--- src/rtl/core/segment_line_intersect_defines.svh ---
// Assertion macros shared by the segment/line intersection RTL.
`ifndef SEGMENT_LINE_INTERSECT_DEFINES_SVH
`define SEGMENT_LINE_INTERSECT_DEFINES_SVH

// Same-cycle implication, disabled while in reset.
`define SLI_ASSERT_IMP(lbl, ante, cons, msg) \
  lbl: assert property (@(posedge clk) disable iff (!rst_n) (ante) |-> (cons)) \
    else $error(msg);

// Next-cycle implication, disabled while in reset.
`define SLI_ASSERT_NXT(lbl, ante, cons, msg) \
  lbl: assert property (@(posedge clk) disable iff (!rst_n) (ante) |=> (cons)) \
    else $error(msg);

`endif

--- src/rtl/core/sli_pkg.sv ---
// Shared constants, types and arithmetic helpers of the intersection block.
`default_nettype none

package sli_pkg;

  localparam int COORD_WIDTH = 32;
  localparam int FRAC_BITS   = 16;
  localparam int TOL_W       = 16;
  localparam int DIFF_W      = COORD_WIDTH + 1;
  localparam int MOP_W       = COORD_WIDTH + 2;
  localparam int PROD_W      = 2 * MOP_W;
  localparam int WIDE_W      = COORD_WIDTH + 4;
  localparam int DVD_W       = COORD_WIDTH + FRAC_BITS;
  localparam int DIV_LAT     = DVD_W + 1;
  localparam int APB_ADDR_W  = 3;
  localparam int APB_DATA_W  = 32;

  localparam logic REG_TOLERANCE = 1'b0;

  typedef logic signed [COORD_WIDTH-1:0] coord_t;
  typedef logic signed [DIFF_W-1:0]      diff_t;
  typedef logic signed [MOP_W-1:0]       mop_t;
  typedef logic signed [PROD_W-1:0]      prod_t;
  typedef logic signed [WIDE_W-1:0]      wide_t;
  typedef logic [COORD_WIDTH-1:0]        mag_t;
  typedef logic [DVD_W-1:0]              dvd_t;
  typedef logic [TOL_W-1:0]              tol_t;

  localparam tol_t TOL_RESET = tol_t'(1);

  typedef struct packed {
    coord_t ax;
    coord_t ay;
    coord_t bx;
    coord_t by;
    coord_t px;
    coord_t py;
    coord_t dx;
    coord_t dy;
  } in_t;

  typedef struct packed {
    coord_t ax;
    coord_t ay;
    coord_t bx;
    coord_t by;
    coord_t px;
    coord_t py;
    coord_t dx;
    coord_t dy;
    coord_t m;
    diff_t  sdx;
    diff_t  sdy;
    diff_t  pxa;
    diff_t  apx;
    diff_t  bpx;
    diff_t  pay;
    diff_t  pyb;
    logic   near_dx;
    logic   near_sdx;
    logic   near_den;
  } side_t;

  typedef struct packed {
    logic   hit;
    logic   at_endpoint;
    logic   gen;
    coord_t cross_x;
    coord_t cross_y;
    coord_t py;
  } fin_t;

  typedef struct packed {
    logic   hit;
    logic   at_endpoint;
    coord_t cross_x;
    coord_t cross_y;
  } res_t;

  // True when -t <= v <= t.
  function automatic logic near_f(wide_t v, tol_t t);
    wide_t tw;
    tw = wide_t'(t);
    return (v <= tw) && (v >= -tw);
  endfunction

  // Saturate a wide signed value to the coordinate range.
  function automatic coord_t sat_w(wide_t v);
    logic fits;
    fits = (v[WIDE_W-1:COORD_WIDTH-1] == {(WIDE_W-COORD_WIDTH+1){1'b0}}) ||
           (v[WIDE_W-1:COORD_WIDTH-1] == {(WIDE_W-COORD_WIDTH+1){1'b1}});
    if (fits) begin
      return v[COORD_WIDTH-1:0];
    end
    return v[WIDE_W-1] ? {1'b1, {(COORD_WIDTH-1){1'b0}}}
                       : {1'b0, {(COORD_WIDTH-1){1'b1}}};
  endfunction

  // Magnitude of a difference; it always fits in COORD_WIDTH bits.
  function automatic mag_t mag_of(diff_t v);
    logic [DIFF_W-1:0] u;
    u = v;
    if (v[DIFF_W-1]) begin
      u = ~u + {{(DIFF_W-1){1'b0}}, 1'b1};
    end
    return u[COORD_WIDTH-1:0];
  endfunction

  // Drop the fraction of a full product toward zero and saturate.
  function automatic coord_t fix_mul(prod_t p);
    logic              neg;
    logic [PROD_W-1:0] mg;
    logic [PROD_W-1:0] sh;
    logic [PROD_W-1:0] lim;
    logic [COORD_WIDTH-1:0] lo;
    neg = p[PROD_W-1];
    mg  = p;
    if (neg) begin
      mg = ~mg + {{(PROD_W-1){1'b0}}, 1'b1};
    end
    sh  = mg >> FRAC_BITS;
    lim = {{(PROD_W-1){1'b0}}, 1'b1} << (COORD_WIDTH - 1);
    if (!neg) begin
      lim = lim - {{(PROD_W-1){1'b0}}, 1'b1};
    end
    if (sh > lim) begin
      sh = lim;
    end
    lo = sh[COORD_WIDTH-1:0];
    return neg ? (~lo + {{(COORD_WIDTH-1){1'b0}}, 1'b1}) : lo;
  endfunction

  // Saturate a quotient magnitude and apply its sign.
  function automatic coord_t fit_quo(dvd_t q, logic neg);
    logic [DVD_W-1:0]       lim;
    logic [DVD_W-1:0]       mq;
    logic [COORD_WIDTH-1:0] lo;
    lim = {{(DVD_W-1){1'b0}}, 1'b1} << (COORD_WIDTH - 1);
    if (!neg) begin
      lim = lim - {{(DVD_W-1){1'b0}}, 1'b1};
    end
    mq = (q > lim) ? lim : q;
    lo = mq[COORD_WIDTH-1:0];
    return neg ? (~lo + {{(COORD_WIDTH-1){1'b0}}, 1'b1}) : lo;
  endfunction

endpackage

`default_nettype wire

--- src/rtl/core/sli_mul.sv ---
// Two-stage fixed-point multiplier: full product, then truncate and saturate.
`default_nettype none

module sli_mul (
  input  wire logic          clk,
  input  wire logic          en,
  input  sli_pkg::mop_t      a,
  input  sli_pkg::mop_t      b,
  output sli_pkg::coord_t    p
);

  sli_pkg::prod_t  prod_nxt;
  sli_pkg::prod_t  prod_r;
  sli_pkg::coord_t p_r;

  assign prod_nxt = a * b;

  always_ff @(posedge clk) begin
    if (en) begin
      prod_r <= prod_nxt;
      p_r    <= sli_pkg::fix_mul(prod_r);
    end
  end

  assign p = p_r;

endmodule

`default_nettype wire

--- config.mk ---
export PLATFORM = sky130hd
export DESIGN_NAME = sli_mul
export DESIGN_NICKNAME = d
export VERILOG_FILES = /design/src/rtl/core/segment_line_intersect_defines.svh /design/src/rtl/core/sli_pkg.sv /design/src/rtl/core/sli_mul.sv
export SDC_FILE = /design/constraint.sdc
export NUM_CORES = 2
export LEC_CHECK = 0
export BUFFER_PORTS_ARGS = -buffer_cell sky130_fd_sc_hd__buf_2
export CAP_MARGIN = 20
export CORE_MARGIN = 3
export CORE_UTILIZATION = 40
export CTS_CLUSTER_DIAMETER = 80
export DETAILED_ROUTE_END_ITERATION = 8
export HOLD_SLACK_MARGIN = 0.08
export PLACE_DENSITY = 0.65
export SLEW_MARGIN = 10
export SYNTH_ARGS = -nofsm -noshare
export SYNTH_HDL_FRONTEND = slang
export SYNTH_SLANG_ARGS = --single-unit
--- constraint.sdc ---
create_clock -name clk -period 22.8 [get_ports clk]
set_input_delay 3.42 -clock clk [delete_from_list [all_inputs] [get_ports clk]]
set_output_delay 3.42 -clock clk [all_outputs]
set_load 0.01 [all_outputs]
After elaboration in Yosys (flattened, before gate mapping)
Cells that the tools add are included.
{"block": "word_totals", "ff_bits": 100, "elab_cells": 15}
{"block": "op_classes", "n_addsub": 2, "n_mux": 7, "n_lt_le_gt_ge": 1, "n_mul": 1, "n_bitwise": 2}
{"cell": "68-bit two-way mux", "n": 3}
{"cell": "32-bit two-way mux", "n": 4}
{"cell": "68-bit by 1-bit adder with 68-bit output, second input constant", "n": 1}
{"cell": "52-bit by 68-bit > comparator with 1-bit output", "n": 1}
{"cell": "34-bit by 34-bit multiplier with 68-bit output", "n": 1}
{"cell": "68-bit inverter", "n": 1}
{"cell": "32-bit by 1-bit adder with 32-bit output, second input constant", "n": 1}
{"cell": "32-bit inverter", "n": 1}

Longest topological paths before layout
{"block": "depth", "word_depth": 10, "ltp_mapped": 33, "mapped_depth_nobuf": 32}

Worst setup path after synthesis
Ideal clock, no wire load.
{"block": "synth_path", "kind": "input-to-reg", "from": "in b[4]", "to": "reg prod_r[66], data pin", "arrival_ns": 11.549, "t_required_ns": 22.593, "setup_slack_ns": 11.044, "cell_stages": 32, "path_cell_list": "clkbuf_1 > clkbuf_1 > nand2_1 > fa_1 > fa_1 > inv_1 > fa_1 > inv_1 > fa_1 > inv_1 > fa_1 > inv_1 > fa_1 > inv_1 > fa_1 > inv_1 > fa_1 > inv_1 > ha_1 > and3_1 > nand2_1 > or3_1 > nor4_1 > o31ai_1 > nor3b_1 > nor2_1 > a31oi_1 > a21oi_1 > a211oi_1 > o31ai_1 > mux2i_1 > a2111oi_0"}
{"block": "synth_via", "elab_chain_len": 1}
{"element": "start: declaration", "line": "sli_mul.sv:8", "source": "input sli_pkg::mop_t b,"}
{"element": "34-bit by 34-bit multiplier with 68-bit output", "line": "sli_mul.sv:16", "source": "assign prod_nxt = a * b;"}
{"element": "named net prod_nxt[66]", "line": "sli_mul.sv:12", "source": "sli_pkg::prod_t prod_nxt;"}
{"element": "end signal: assignment", "line": "sli_mul.sv:20", "source": "prod_r <= prod_nxt;"}
{"element": "end: declaration", "line": "sli_mul.sv:13", "source": "sli_pkg::prod_t prod_r;"}
The timed path passes the listed nets, and every way through them passes these cells.
A chain may end at the register's enable or synchronous reset.

Worst setup path after layout
{"block": "layout_path", "from": "in a[15]", "to": "reg prod_r[66], data pin"}
{"block": "layout_via", "elab_chain_len": 1}
{"element": "start: declaration", "line": "sli_mul.sv:7", "source": "input sli_pkg::mop_t a,"}
{"element": "34-bit by 34-bit multiplier with 68-bit output", "line": "sli_mul.sv:16"}
{"element": "named net prod_nxt[66]", "line": "sli_mul.sv:12"}
The timed path passes the listed nets, and every way through them passes these cells.

==> impl_metrics.env <==
export IMPL_status="completed"
export IMPL_area_growth_pct=4.24
export IMPL_synth_seq_cells=100
export IMPL_hold_viol_final=0
export IMPL_routabilityCongestion=0.940
export IMPL_dp_cells=6519
export IMPL_cts_resized=0
export IMPL_grtUsageTotal_pct=22.7
export IMPL_final_min_clock_period_ns=12.57
export IMPL_grt_pass1_wl_um=216000
export IMPL_whs_path_depth=2
export IMPL_synth_area_top_cells="fa_1 (52%), inv_1 (9.7%), and2_1 (8.1%)"
export IMPL_synth_area_um2=47700
export IMPL_h_tree_depth=3
export IMPL_r2r_slack_ns=14.89
export IMPL_drc=0
export IMPL_drv_slew=0
export IMPL_yosysSeqAreaShare_pct=6.30
export IMPL_yosys_area_top_type="fa_1"
export IMPL_core_um2=118000
export IMPL_fillers=11476
export IMPL_fin_cells=6543
export IMPL_crit_path_frequent_cell="fa_1"
export IMPL_io_buffers=101
export IMPL_hold_path_class="reg2reg"
export IMPL_crit_type="in2reg"
export IMPL_drive_gt1_share_pct=3.60
export IMPL_num_rows=126
export IMPL_cts_setup_buffers=0
export IMPL_cp_data_required_time_ns=22.95
export IMPL_cp_max_fo=34
export IMPL_die_area_um2=123000
export IMPL_netlist_instances=5112
export IMPL_hp_start="prod_r[29]"
export IMPL_final_period_utilization_pct=55.1
export IMPL_drt_wirelength_per_cell_um=20.5
export IMPL_rsz0062_at_grt="false"
export IMPL_grt_max_degree=71
export IMPL_finalSetupTns_ns=0
export IMPL_io_pins=102
export IMPL_timing_rr_start="prod_r[16]"
export IMPL_r2r_cells=26
export IMPL_grt_overflow_total=0
export IMPL_end_kind="flip-flop"
export IMPL_drt_first_pass_iters=6
export IMPL_dr_total_vias=34135
export IMPL_yosysWarnings=0
export IMPL_fin_util_pct=42.1
export IMPL_fin_skew_ns=0.0168
export IMPL_synth_flop_cell="edfxtp_1"
export IMPL_ctsHoldBuffers=0
export IMPL_slowest_delay_ns=0.81
export IMPL_clk_pin_slew_worst_paths_ns=0.09
export IMPL_final_nets=6513
export IMPL_via_per_inst=5.22
export IMPL_slew_headroom_pct=30.6
export IMPL_cp_start_kind="input port"
export IMPL_dp_hpwl_um=106000
export IMPL_ctsLongestPathBuffers=2
export IMPL_drt_iter0_markers=2635
export IMPL_antenna_found_initial=14
export IMPL_r2r_end="p[30]"
export IMPL_fp_dieW_um=351
export IMPL_grt_pass1_vias=37830
export IMPL_fp_dieH_um=351
export IMPL_drt_antenna_violating_nets=0
export IMPL_synth_area_per_cell_um2=9.32
export IMPL_setup_viol=0
export IMPL_max_freq_mhz=79.5
export IMPL_max_slew_worst_pin_slew_ns=1.04
export IMPL_synth_distinct_cells=87
export IMPL_maxCapViolCount=0
export IMPL_cp_arrival_ns=12.73
export IMPL_yosys_area_top_type_share_pct=52.1
export IMPL_syn_nets=6631
export IMPL_cts_tree="yes"
export IMPL_async_flop_share_pct=0
export IMPL_synth_edf_count=100
export IMPL_hold_path_endpoint="p[13]"
export IMPL_cts_sinks=100
export IMPL_ctsRootBufferMaster="clkbuf_16"
export IMPL_start_util_pct=40.4
export IMPL_wirelength_um=134000
export IMPL_clock_latency_ns=0.38
export IMPL_cp_slowest_cell="o31ai_1"
export IMPL_cts_made_buffers=9
[worst max-delay path by stage]
stage,from,endpoint,slack [ns],cells after the start
floorplan,b[4],prod_r[66],11.04,32
global placement,a[15],prod_r[66],9.95,31
detailed placement,b[4],prod_r[66],9.77,31
CTS,b[4],prod_r[66],10.15,31
global route,b[4],prod_r[66],9.36,31
finish,a[15],prod_r[66],10.23,31
[sequential cells by signal, indices dropped and copies added, names as in the netlist]
| signal | flops |
|---|---|
| prod_r | 68 |
| p | 32 |
[metrics by stage]
stage                     hold slack, ns  setup WS (ns)  cell area, um^2
after global routing               0.895           9.36            49700
final                              0.851          10.23            49700
after global placement             0.802           9.95            49300
after detailed placement           0.806           9.77            49300
after floorplan                    0.635          11.04            47700
after CTS                          0.832          10.15            49700
[routing by layer]
| layer | vias to the layer above | GRT usage (%) | part of all wire [%] |
|---|---|---|---|
| met5 | - | 0 | 0.036 |
| met4 | 6 | 10.3 | 5.3 |
| met3 | 304 | 3.59 | 6.8 |
| met2 | 1327 | 38.1 | 48 |
| met1 | 17685 | 29.0 | 40 |
| li1 | 14813 | - | - |
[placed cells by master (no fill, tap or decap), types with 7 or more instances in the layout]
master     count
ha_1         208
nand3_1       34
o21a_1        18
and3_1        17
nor2_1       127
o41ai_1        7
a21oi_1       82
nand2b_1      25
xor2_1        27
nor3_1        45
edfxtp_1     100
and2_1       619
o21bai_1      12
nor4_1        24
o22ai_1        7
a21o_1        52
a31oi_1       20
xnor2_1       72
nand2_1      608
nand4_1       22
mux2i_1        9
or4_1          7
buf_4         39
fa_1        1241
o31ai_1       18
clkbuf_16      9
a211oi_1      15
or3_1          9
and4_1         7
o21ai_0       67
diode_2        8
buf_2        100
inv_1       1229
[cell usage after synthesis, drive strengths merged (5+ instances only)]
cell and n:
a21oi 84, a31oi 20, o21bai 12, o211ai 5
nand3 34, o21ai 72, clkbuf 252, nor3b 5
and3 17, a41oi 5, edfxtp 100, nor2b 6
or4 8, a21boi 5, or2 7, o21a 18
o31ai 18, a32oi 5, o41ai 7, a211oi 15
or3 9, inv 1229, nand2b 25, buf 16
o22ai 7, ha 208, xor2 27, nand2 608
and4 7, a22oi 5, nand4 22, nor4 27
and2 619, fa 1241, xnor2 72, a21o 52
nor3 47, nor2 127, mux2i 9
[critical path, delay by kind of cell]
kind | cells | cell delay [ns]
AOI/OAI and AO/OA | 6 | 2.06
adders and majority gates | 9 | 4.31
buffers and inverters | 8 | 0.98
muxes | 1 | 0.16
and+or+nand+nor | 7 | 1.77
[cells by family (layout without fill, tap and decap cells)]
logic type	count (synthesis)	in the layout	share of synthesized area, %
DFF	100	100	6.30
muxes	11	11	0.236
xor gates and xnor gates	99	99	1.82
and+or+nand+nor	1577	1577	16.9
AOI/OAI and AO/OA	377	377	5.33
other	0	8	0
adders and majority gates	1450	1450	57.6
buffers and inverters	1498	1385	11.8
[area by class of cell]
| type | instances | area, um^2 | area share (%) |
|---|---|---|---|
| clock buffer | 9 | 225 | 0.453 |
| inverter | 1230 | 4620 | 9.29 |
| timing repair buffer | 139 | 793 | 1.60 |
| multi-input combinational | 3514 | 39000 | 78.5 |
| sequential | 100 | 3000 | 6.04 |
| tap | 1536 | 1920 | 3.87 |
| clock inverter | 7 | 91.3 | 0.184 |
| antenna | 8 | 20.0 | 0.0403 |
Power is left out: the tool's default activity adds up to more than one toggle a clock period on the data nets, which glitch-free logic cannot reach.
